### config.mk
export PLATFORM = sky130hd
export DESIGN_NAME = cxalu_cell
export DESIGN_NICKNAME = d
export VERILOG_FILES = /design/src/design/cxalu_pkg.sv /design/src/design/cxalu_cell.sv
export SDC_FILE = /design/constraint.sdc
export NUM_CORES = 1
export LEC_CHECK = 0
export BUFFER_PORTS_ARGS = -buffer_cell sky130_fd_sc_hd__buf_2
export CAP_MARGIN = 25
export CORE_AREA = 2 2 192 194
export CTS_CLUSTER_DIAMETER = 100
export CTS_CLUSTER_SIZE = 24
export DETAILED_ROUTE_END_ITERATION = 6
export DIE_AREA = 0 0 194 196
export GPL_TIMING_DRIVEN = 0
export PLACE_DENSITY = 0.73
export SETUP_SLACK_MARGIN = 0.2
export SLEW_MARGIN = 20
export SYNTH_ARGS = -nofsm -noshare
export SYNTH_HDL_FRONTEND = slang
export SYNTH_SLANG_ARGS = --single-unit
### constraint.sdc
create_clock -name clk_i -period 1.3 [get_ports clk_i]
set_clock_uncertainty 0.1 [all_clocks]
set_input_delay 0.13 -clock clk_i [delete_from_list [all_inputs] [get_ports clk_i]]
set_output_delay 0.13 -clock clk_i [all_outputs]
set_load 0.05 [all_outputs]
### src/design/cxalu_pkg.sv
// cxalu_pkg: operation codes, status codes and the control word that travels along the cell row
// of the complex arithmetic unit. No dependencies.
package cxalu_pkg;

  typedef enum logic [2:0] {
    MODE_ADD  = 3'd0,
    MODE_SUB  = 3'd1,
    MODE_MUL  = 3'd2,
    MODE_DIV  = 3'd3,
    MODE_MOD  = 3'd4,
    MODE_CONJ = 3'd5
  } mode_e;

  localparam logic [1:0] ST_OK  = 2'd0;
  localparam logic [1:0] ST_SAT = 2'd1;
  localparam logic [1:0] ST_DZ  = 2'd2;

  typedef struct packed {
    logic  valid;
    mode_e mode;
    logic  pre_sat;
    logic  dz;
    logic  re_neg;
    logic  im_neg;
    logic  ovf_re;
    logic  ovf_im;
  } cell_ctrl_t;

endpackage

### src/design/cxalu_cell.sv
// cxalu_cell: one cell of the row; one restoring quotient bit for both divide lanes and
// one root bit for the square root lane (only when K < W), then a register. Depends on cxalu_pkg.
module cxalu_cell import cxalu_pkg::*; #(
  parameter int W = 16,
  parameter int F = 12,
  parameter int K = 0
) (
  input  logic                clk_i,
  input  logic                rst_ni,
  input  logic                en_i,
  input  cell_ctrl_t          ctrl_i,
  input  logic [W-1:0]        pre_re_i,
  input  logic [W-1:0]        pre_im_i,
  input  logic [2*W-1:0]      den_i,
  input  logic [2*W+F-1:0]    rem_re_i,
  input  logic [2*W+F-1:0]    rem_im_i,
  input  logic [W:0]          q_re_i,
  input  logic [W:0]          q_im_i,
  input  logic [2*W-1:0]      srem_i,
  input  logic [W-1:0]        root_i,
  output cell_ctrl_t          ctrl_o,
  output logic [W-1:0]        pre_re_o,
  output logic [W-1:0]        pre_im_o,
  output logic [2*W-1:0]      den_o,
  output logic [2*W+F-1:0]    rem_re_o,
  output logic [2*W+F-1:0]    rem_im_o,
  output logic [W:0]          q_re_o,
  output logic [W:0]          q_im_o,
  output logic [2*W-1:0]      srem_o,
  output logic [W-1:0]        root_o
);

  localparam int MW = 2 * W;
  localparam int DW = 2 * W + F;
  localparam int CW = 3 * W + F + 2;
  localparam int SW = 2 * W + 1;

  logic [CW-1:0] dsh;
  logic          ge_re, ge_im;
  logic [DW-1:0] rem_re_d, rem_im_d;
  logic [W:0]    q_re_d, q_im_d;
  logic [MW-1:0] srem_d;
  logic [W-1:0]  root_d;

  cell_ctrl_t    ctrl_q;
  logic [W-1:0]  pre_re_q, pre_im_q;
  logic [MW-1:0] den_q, srem_q;
  logic [DW-1:0] rem_re_q, rem_im_q;
  logic [W:0]    q_re_q, q_im_q;
  logic [W-1:0]  root_q;

  always_comb begin
    dsh      = CW'(den_i) << K;
    ge_re    = CW'(rem_re_i) >= dsh;
    ge_im    = CW'(rem_im_i) >= dsh;
    rem_re_d = ge_re ? rem_re_i - dsh[DW-1:0] : rem_re_i;
    rem_im_d = ge_im ? rem_im_i - dsh[DW-1:0] : rem_im_i;
    q_re_d   = q_re_i | ((W+1)'(ge_re) << K);
    q_im_d   = q_im_i | ((W+1)'(ge_im) << K);
  end

  if (K < W) begin : g_root
    logic [SW-1:0] trial;
    logic          ge_s;
    always_comb begin
      trial  = (SW'(root_i) << (K + 1)) + (SW'(1) << (2 * K));
      ge_s   = SW'(srem_i) >= trial;
      srem_d = ge_s ? srem_i - trial[MW-1:0] : srem_i;
      root_d = root_i | (W'(ge_s) << K);
    end
  end else begin : g_noroot
    always_comb begin
      srem_d = srem_i;
      root_d = root_i;
    end
  end

  always_ff @(posedge clk_i or negedge rst_ni) begin
    if (!rst_ni) begin
      ctrl_q <= '0;
    end else if (en_i) begin
      ctrl_q <= ctrl_i;
    end
  end

  always_ff @(posedge clk_i) begin
    if (en_i) begin
      pre_re_q <= pre_re_i;
      pre_im_q <= pre_im_i;
      den_q    <= den_i;
      rem_re_q <= rem_re_d;
      rem_im_q <= rem_im_d;
      q_re_q   <= q_re_d;
      q_im_q   <= q_im_d;
      srem_q   <= srem_d;
      root_q   <= root_d;
    end
  end

  assign ctrl_o   = ctrl_q;
  assign pre_re_o = pre_re_q;
  assign pre_im_o = pre_im_q;
  assign den_o    = den_q;
  assign rem_re_o = rem_re_q;
  assign rem_im_o = rem_im_q;
  assign q_re_o   = q_re_q;
  assign q_im_o   = q_im_q;
  assign srem_o   = srem_q;
  assign root_o   = root_q;

endmodule

# Word-level counts from Yosys, hierarchy flattened
# Index checks and enable logic that the tools add are counted.
# op_classes
addsub,4
order_cmp,3
muxes,3
bitwise,3
# ops
op,count
44-bit by 32-bit >= comparator with 1-bit output,2
44-bit two-way mux,2
44-bit by 32-bit subtractor with 44-bit output,2
17-bit by 1-bit bitwise OR with 17-bit output,2
32-bit by 18-bit >= comparator with 1-bit output,1
32-bit two-way mux,1
32-bit by 18-bit subtractor with 32-bit output,1
"17-bit by 1-bit adder with 18-bit output, second input constant",1
16-bit by 1-bit bitwise OR with 16-bit output,1
# word_totals
register_bits,244
in_bits,247
output_inout_bits,244
wordCells,30

# Depth between registers and ports, before layout
# Gate-level depths: netlist of run 1.
# logic_depth
ltp_word,3
depth_mapped,14
mapped_depth_nobuf,12

# Least setup slack after synthesis of run 1
# No wires, ideal clock.
# synth_path
kind,input to register
start,input port den_i[22]
end,"register rem_im_q[37], in the netlist rem_im_o[37] (data pin)"
arrival_ns,2.846
required_ns,0.942
path_slack_ns,-1.904
cell_stages,11
path_buffers,1
path_cell_list,inv_1 -> ha_1 -> clkbuf_1 -> nand4_1 -> nor4_1 -> nor2_1 -> a311oi_1 -> o31ai_1 -> a2111oi_0 -> nand2_1 -> xnor2_1
# synth_via
elab_chain_cells,2
# synth_rtl
element,line_no,rtl
"start, declared",cxalu_cell.sv:14,"input logic [2*W-1:0] den_i,"
44-bit by 32-bit subtractor with 44-bit output or 44-bit by 32-bit >= comparator with 1-bit output (tied branches),"cxalu_cell.sv:57, cxalu_cell.sv:55",
44-bit two-way mux *,cxalu_cell.sv:57,rem_im_d = ge_im ? rem_im_i - dsh[DW-1:0] : rem_im_i;
named net rem_im_d[37],cxalu_cell.sv:40,"logic [DW-1:0] rem_re_d, rem_im_d;"
"end signal, assigned",cxalu_cell.sv:92,rem_im_q <= rem_im_d;
"end, declared",cxalu_cell.sv:48,"logic [DW-1:0] rem_re_q, rem_im_q;"
# Mark *: on every way through the listed nets, which the timed path passes. The rest lies on a longest branch.
# A chain may end at the register's enable or synchronous reset.

# Worst setup path after layout of run 1
# layout_path
start,input port srem_i[20]
end,"register srem_q[16], in the netlist srem_o[16] (data pin)"
# layout_via
elab_chain_cells,2
# layout_rtl
element,line_no,rtl
"start, declared",cxalu_cell.sv:19,"input logic [2*W-1:0] srem_i,"
32-bit by 18-bit >= comparator with 1-bit output,cxalu_cell.sv:67,ge_s = SW'(srem_i) >= trial;
32-bit two-way mux,cxalu_cell.sv:68,srem_d = ge_s ? srem_i - trial[MW-1:0] : srem_i;
named net srem_d[16],cxalu_cell.sv:42,logic [MW-1:0] srem_d;
"end signal, assigned",cxalu_cell.sv:95,srem_q <= srem_d;
"end, declared",cxalu_cell.sv:47,"logic [MW-1:0] den_q, srem_q;"
# The timed path passes the listed nets, and every way through them passes these cells.

==> results by group, run 1 <==
Run status
  • Status: complete, but fails checks
  • Failing checks: hold timing, setup timing

Worst setup path
  • Slowest stage delay, CP: 0.57 ns
  • WP data arrival: about 3.2 ns
  • Slowest CP cell: or4_4
  • CP Cell Sequence: buf_8 > or4_4 > nor4_4 > buf_4 > or4b_4 > or3_4 > or3_4 > buf_4 > nor4_4 > buf_6 > bufbuf_16 > o21ai_1
  • Setup Crit Path Kind: in -> reg
  • WP data required: 1.48 ns
  • Worst reg2reg endpoint: ctrl_o[1]
  • R2r startpoint: ctrl_o[1]
  • CP endpoint kind: flip-flop
  • Critical path depth in cells: 12
  • Critical path's top delay family: simple AND/OR/NAND/NOR gates
  • Worst reg2reg path depth: 3
  • Critical Path Fanout Max: 9
  • Critical Path Source Type: input port
  • CP bufs+invs: 5
  • Worst reg2reg setup slack: 0.14 ns

Drt
  • Avg WL per Cell: 23.4 um
  • Post-route antenna net violation count: 0
  • Via count: 14200
  • Vias per cell: about 5.4
  • DRT iter0 DRCs: 816
  • Final wirelength: 61600 um
  • Drt first pass iters: 5
  • # DRC: 0

STA
  • Final period util: 235%
  • Final min period: 3.06 ns
  • Worst-Margin Slew: between 0.8 and 0.9 ns
  • Final Hold Vio Count: 54
  • Setup-violating endpoint count in the final report: 330
  • Unrepaired setup endpoints after global routing: yes
  • Max-Slew Margin vs Limit: approximately 42%
  • PnR worst setup slack: -1.76 ns
  • Hold slack: -0.0996 ns
  • Max-slew violation count: 0
  • Max Fclk: 327 MHz

Logic synthesis
  • Most common cell in the netlist: edfxtp_1
  • Mapped Nets: 1586
  • Cell taking the most area after synthesis: edfxtp_1
  • FF+latch count, synth: 244
  • Commonest cells post-synth: edfxtp_1 (234), a21oi_1 (140), nor2_1 (107), nand2_1 (91), ha_1 (81)
  • Synthesized area per cell: 11.0 um^2
  • Post-synth EDFFs: 234
  • Dominant cells by area after synthesis: edfxtp_1 (51%), ha_1 (7.4%), a21oi_1 (5.1%)
  • Yosys warnings: 0
  • Synth Flop Type: edfxtp_1
  • Synth async-reset ratio: 4.10%
  • Sequential fraction of the synthesis area: 52.9%
  • Yosys top cell area share: between 50% and 60%
  • Mapped Cells: 1255
  • Synth unique cells: 66
  • Post-Syn Area: around 14000 um^2

Clock tree
  • Worst-Skew Late Latency: 0.52 ns
  • Clock transition at path regs: about 0.1 ns
  • Root buffer cell: clkbuf_16
  • CTS tree: done
  • Clock Sinks: 244
  • Htree depth: 1
  • Clk buf depth: 3
  • Num CTS Buffers: 15

Finish
  • Layout cells sized above 1: ~45%
  • Area Growth Syn to Fin: 82.1%
  • Nets@finish: 2476

Die
  • Initial Util: 38.2%
  • Ports: ~500
  • Die Ht: a little under 200 um
  • Die ar.: between 30000 and 40000 um^2
  • Core Area: 36100 um^2
  • Die width: 194 um
  • Site row count: 70

Global route
  • Largest net degree at the start of global routing: 99
  • Antenna violations before repair: 13
  • Global-route wire length before repair: 85700 um
  • GRT overflow: 0
  • Vias in the first global route: around 15000
  • Total GRT Usage: 29.3%

Hold path
  • WHS Endpoint: srem_o[25]
  • Hold path depth: 2
  • Worst hold path class: in -> reg
  • Worst Hold Launch: srem_i[25]

Pwr
  • Pleak: around 11 nW
  • Cell Pwr Density: approximately 1100 nW/um^2
  • Worst vdd rail ir drop: 1760 uV
  • Design Power: 26.5 mW

Run
  • Number of max-cap violations: 0

Placement
  • IO Port Bufs: 488
  • Post-DP HPWL: about 37000 um
  • RD Place Congestion: 0.888
  • Dpl ws: -2.35 ns
-- routing by layer --
metal	up-vias	global-route usage, %	share of wire, %
met1	6890	29.4	34
met4	6	16.4	6.7
li1	6420	-	-
met2	725	56.1	53
met5	-	0	0.070
met3	203	6.15	6.5
-- repair_timing --
action                                  in CTS  in global routing
hold endpoints to repair                   301                 58
buffers inserted                            86                 42
gates resized for setup                    711                181
pin swaps                                   53                 74
hold buffers                               242                  7
gates cloned                                 9                  0
endpoints found under the setup margin     367                387
-- cells by family (layout without fill, tap and decap cells) --
kind of cell    after synthesis  count (layout)  synth area share, %
fa+ha+maj                    84              84                 7.80
other cells                   0              11                    0
flops                       244             244                 52.9
simple gates                353             353                 12.6
mux                          28              28                 2.28
xor+xnor                    108             108                 6.87
buf+inv                     106            1004                 2.92
compound gates              332             332                 14.7
-- layout make-up --
cell class,instances,area [um^2]
antenna,11,27.5
buffer,39,529
clock buffer,19,390
clock inverter,6,66.3
fill,2399,11000
inverter,67,329
multi-input combinational,905,7840
sequential,244,7280
tap,468,586
timing repair buffer,873,8030
-- worst register-to-register path, delay by kind of cell (launching register included) --
family,cells,cell delay [ns]
flops,1,0.42
buf+inv,2,0.28
mux,1,0.26
-- worst max-delay path by stage --
stage	startpoint	end	slack, ns
after global placement	en_i	ctrl_o[8]	-3.67
after global routing	srem_i[20]	srem_o[9]	-1.79
after CTS	srem_i[17]	srem_o[27]	-1.58
after floorplan	srem_i[17]	srem_o[26]	-1.89
after detailed placement	srem_i[17]	srem_o[27]	-2.35
final	srem_i[20]	srem_o[16]	-1.76
-- layout by cell type, fill, tap and decap left out, types with 20 or more instances in the layout --
cell type	count
o21ai_0	35
buf_4	94
a21oi_1	81
a21oi_2	44
ha_4	38
xnor2_1	65
a21o_1	47
edfxtp_1	234
xor2_1	37
buf_6	294
buf_2	221
ha_1	35
dlygate4sd3_1	243
nor2_1	77
nand2_1	80
nand3_1	20
clkbuf_16	29
inv_1	39
-- state kept, by name, summed over array words and instances (netlist names) --
name	flops
rem_im_o	44
root_o	16
den_o	32
pre_re_o	16
rem_re_o	44
pre_im_o	16
q_im_o	17
q_re_o	17
ctrl_o	10
srem_o	32
-- metrics by stage --
stage / hold WS (ns) / util, % / area, um^2 / TNS, ns / cells
after global placement: -0.110 / 48.9 / 17700 / -1024.81 / 2211
final: -0.0996 / 69.5 / 25100 / -171.96 / 2632
after floorplan: -0.266 / - / 14600 / -174.45 / 1255
after CTS: -0.311 / 66.4 / 23900 / -171.21 / 2575
after detailed placement: -0.107 / 49.1 / 17700 / -271.23 / 2213
after global routing: -0.112 / 69.4 / 25100 / -185.51 / 2629
-- power breakdown --
part,switching [mW],internal [mW]
combinational,6.53,4.63
clock,2.92,2.25
sequential,0.495,9.70
total,9.94,16.6
Note: power is estimated with default switching activity, not from simulation.
==> run 2: changes to the inputs <==
--- a/config.mk
+++ b/config.mk
@@ -15,3 +15,3 @@
 export GPL_TIMING_DRIVEN = 0
-export PLACE_DENSITY = 0.73
+export PLACE_DENSITY_LB_ADDON = 0.05
 export SETUP_SLACK_MARGIN = 0.2
==> constraint.sdc (replaced) <==
create_clock -name clk_i -period 1.3 [get_ports clk_i]
set_clock_uncertainty 0.1 [all_clocks]
set_input_delay 0 -clock clk_i [delete_from_list [all_inputs] [get_ports clk_i]]
set_output_delay 0 -clock clk_i [all_outputs]
set_load 0.05 [all_outputs]
==> run 2 against run 1 <==
The run still ends with hold timing, setup timing left. Cell area increased by 0.47%. Global-route usage decreased by 3.8 points. Utilization increased by 0.33 points. Flip-flop and latch count unchanged. Critical endpoint is now srem_o[23]. Largest cell class unchanged.
==> results by group, run 2 (synthesis gave the netlist of run 1 again) <==
Run status
  • Failing checks: hold timing, setup timing
  • Status: complete, but fails checks

Drt
  • Via count: 13400
  • Avg WL per Cell: 20.4 um
  • DRT iter0 DRCs: 656
  • Post-route antenna net violation count: 0
  • Drt first pass iters: 7
  • Final wirelength: 53200 um
  • Vias per cell: 5.14
  • # DRC: 0

Placement
  • Post-DP HPWL: 36400 um
  • RD Place Congestion: approximately 0.9
  • Instance area at placement: 17700 um^2
  • IO Port Bufs: 488

Finish
  • Most frequent cells in the layout: buf_6 (294), dlygate4sd3_1 (236), edfxtp_1 (234)
  • Nets@finish: 2462
  • Layout cells sized above 1: 47.3%
  • Area Growth Syn to Fin: 82.9%
  • Final instance area: 25200 um^2
  • Final core utilization: 69.8%
  • Most common cell after layout, fill and taps aside: buf_6

Worst setup path
  • Worst reg2reg setup slack: approximately 0.19 ns
  • R2r startpoint: ctrl_o[7]
  • Worst reg2reg endpoint: ctrl_o[7]
  • Critical Path Source Type: input port
  • WP data arrival: 2.81 ns
  • Worst reg2reg path depth: 3
  • Setup Crit Path Kind: in -> reg
  • CP endpoint kind: flip-flop
  • Critical Path Fanout Max: 6
  • WP data required: between 1 and 1.5 ns

STA
  • Final min period: 2.63 ns
  • Final period util: 202%
  • Worst-Margin Slew: 0.635 ns
  • Max-Slew Margin vs Limit: 57.2%
  • Hold slack: -0.405 ns
  • PnR worst setup slack: -1.33 ns
  • Final Hold Vio Count: slightly below 90
  • Max-slew violation count: 0
  • Setup-violating endpoint count in the final report: ~120
  • Max Fclk: 380 MHz
  • Unrepaired setup endpoints after global routing: yes

Pwr
  • Logic gate share of total power: approximately two fifths
  • Switching Share: roughly 37%
  • Switch Pwr: 9.63 mW
  • Pleak: 10.6 nW
  • Reg power frac: roughly two fifths
  • Worst vdd rail ir drop: roughly 1300 uV
  • Clk pwr share: 20.4%
  • Cell Pwr Density: 1050 nW/um^2
  • Internal power: 16.7 mW

Hold path
  • Worst hold path class: in -> reg
  • WHS Endpoint: den_o[0]
  • Hold path depth: 1
  • Worst Hold Launch: den_i[0]

Die
  • Die ar.: 38000 um^2
  • Initial Util: about two fifths
  • Die width: 194 um
  • Die Ht: 196 um
  • Ports: 491
  • Core Area: 36100 um^2
  • Site row count: 70

Clock tree
  • Htree depth: 1
  • Root buffer cell: clkbuf_16
  • Num CTS Buffers: 15
  • CTS tree: done
  • Clock transition at path regs: about 0.10 ns
  • Worst-Skew Late Latency: 0.51 ns
  • Clock Sinks: 244
  • Clk buf depth: 3

Global route
  • Antenna violations before repair: 12
  • GRT overflow: 0
  • Total GRT Usage: 25.6%
  • Vias in the first global route: 13100
  • Global-route wire length before repair: 75500 um
  • Largest net degree at the start of global routing: 97

Run
  • Number of max-cap violations: 0
run 2: changes by cell type in the layout (fill, tap and decap cells not counted), sizes merged, moves of 2 or more:
cell          change
dlymetal6s2s      -2
buf               -8
diode             -7
dlygate4sd3       -7
bufbuf            -2
clkbuf            +6
run 2: layout make-up:
type                            instances  area (um^2)
Antenna cell                            4         10.0
Clock buffer                           19          400
Multi-Input combinational cell        905         7950
Timing Repair Buffer                  860         7990
Buffer                                 38          543
Inverter                               67          339
Clock inverter                          6         86.3
Tap cell                              468          586
Sequential cell                       244         7280
Fill cell                            2624        10900
run 2: what timing repair did:
action,CTS,global route
gates resized for setup,590,430
pin swaps,66,90
buffers inserted,75,47
setup endpoints to repair,367,374
endpoints found under the hold margin,316,103
hold buffers,223,21
gates cloned,11,1
run 2: layer usage:
metal	vias to the layer above	track usage, %	share of wire [%]	routed length [um]
li1	6397	-	-	-
met5	-	0	0.13	69
met2	480	47.8	53	28000
met3	96	5.00	5.8	3070
met4	10	7.41	3.3	1740
met1	6444	29.5	38	20300
run 2: how the worst max path moves through the flow:
stage	from	to	slack, ns	cells past startpoint
6_report	srem_i[17]	srem_o[23]	-1.33	12
5_1_grt	srem_i[17]	srem_o[29]	-1.42	12
4_1_cts	srem_i[17]	srem_o[1]	-1.31	9
3_5_place_dp	root_i[13]	srem_o[23]	-2.21	13
3_3_place_gp	en_i	ctrl_o[8]	-3.73	3
2_1_floorplan	srem_i[17]	srem_o[26]	-1.76	10
run 2: metrics by stage:
| stage | instances | setup WS [ns] | power, mW | setup TNS, ns | hold WS [ns] |
|---|---|---|---|---|---|
| 6_report | 2611 | -1.33 | 26.4 | -133.40 | -0.405 |
| 5_1_grt | 2609 | -1.42 | 27.3 | -140.45 | -0.425 |
| 4_1_cts | 2546 | -1.31 | 25.6 | -138.88 | -0.430 |
| 3_5_place_dp | 2213 | -2.21 | 18.2 | -238.30 | -0.227 |
| 3_3_place_gp | 2211 | -3.73 | 18.2 | -1012.28 | -0.232 |
| 2_1_floorplan | 1255 | -1.76 | 15.9 | -158.46 | -0.396 |
run 2: critical path, stage by stage:
cell      delay [ns]
buf_8           0.10
or4_4           0.56
nor4_4          0.17
or4b_4          0.49
or3_4           0.34
or3_4           0.38
o31ai_4         0.23
buf_4           0.17
buf_6           0.09
a211oi_4        0.05
nand3b_1        0.14
xnor2_1         0.08
run 2: power by group through the flow:
stage,Combinational (mW),Sequential (mW),Clock [mW]
after CTS,9.99,10.0,5.55
after global placement,8.09,10.1,0
after detailed placement,8.14,10.0,0
after global routing,11.4,10.2,5.77
final,10.9,10.1,5.39
after floorplan,2.79,13.1,0
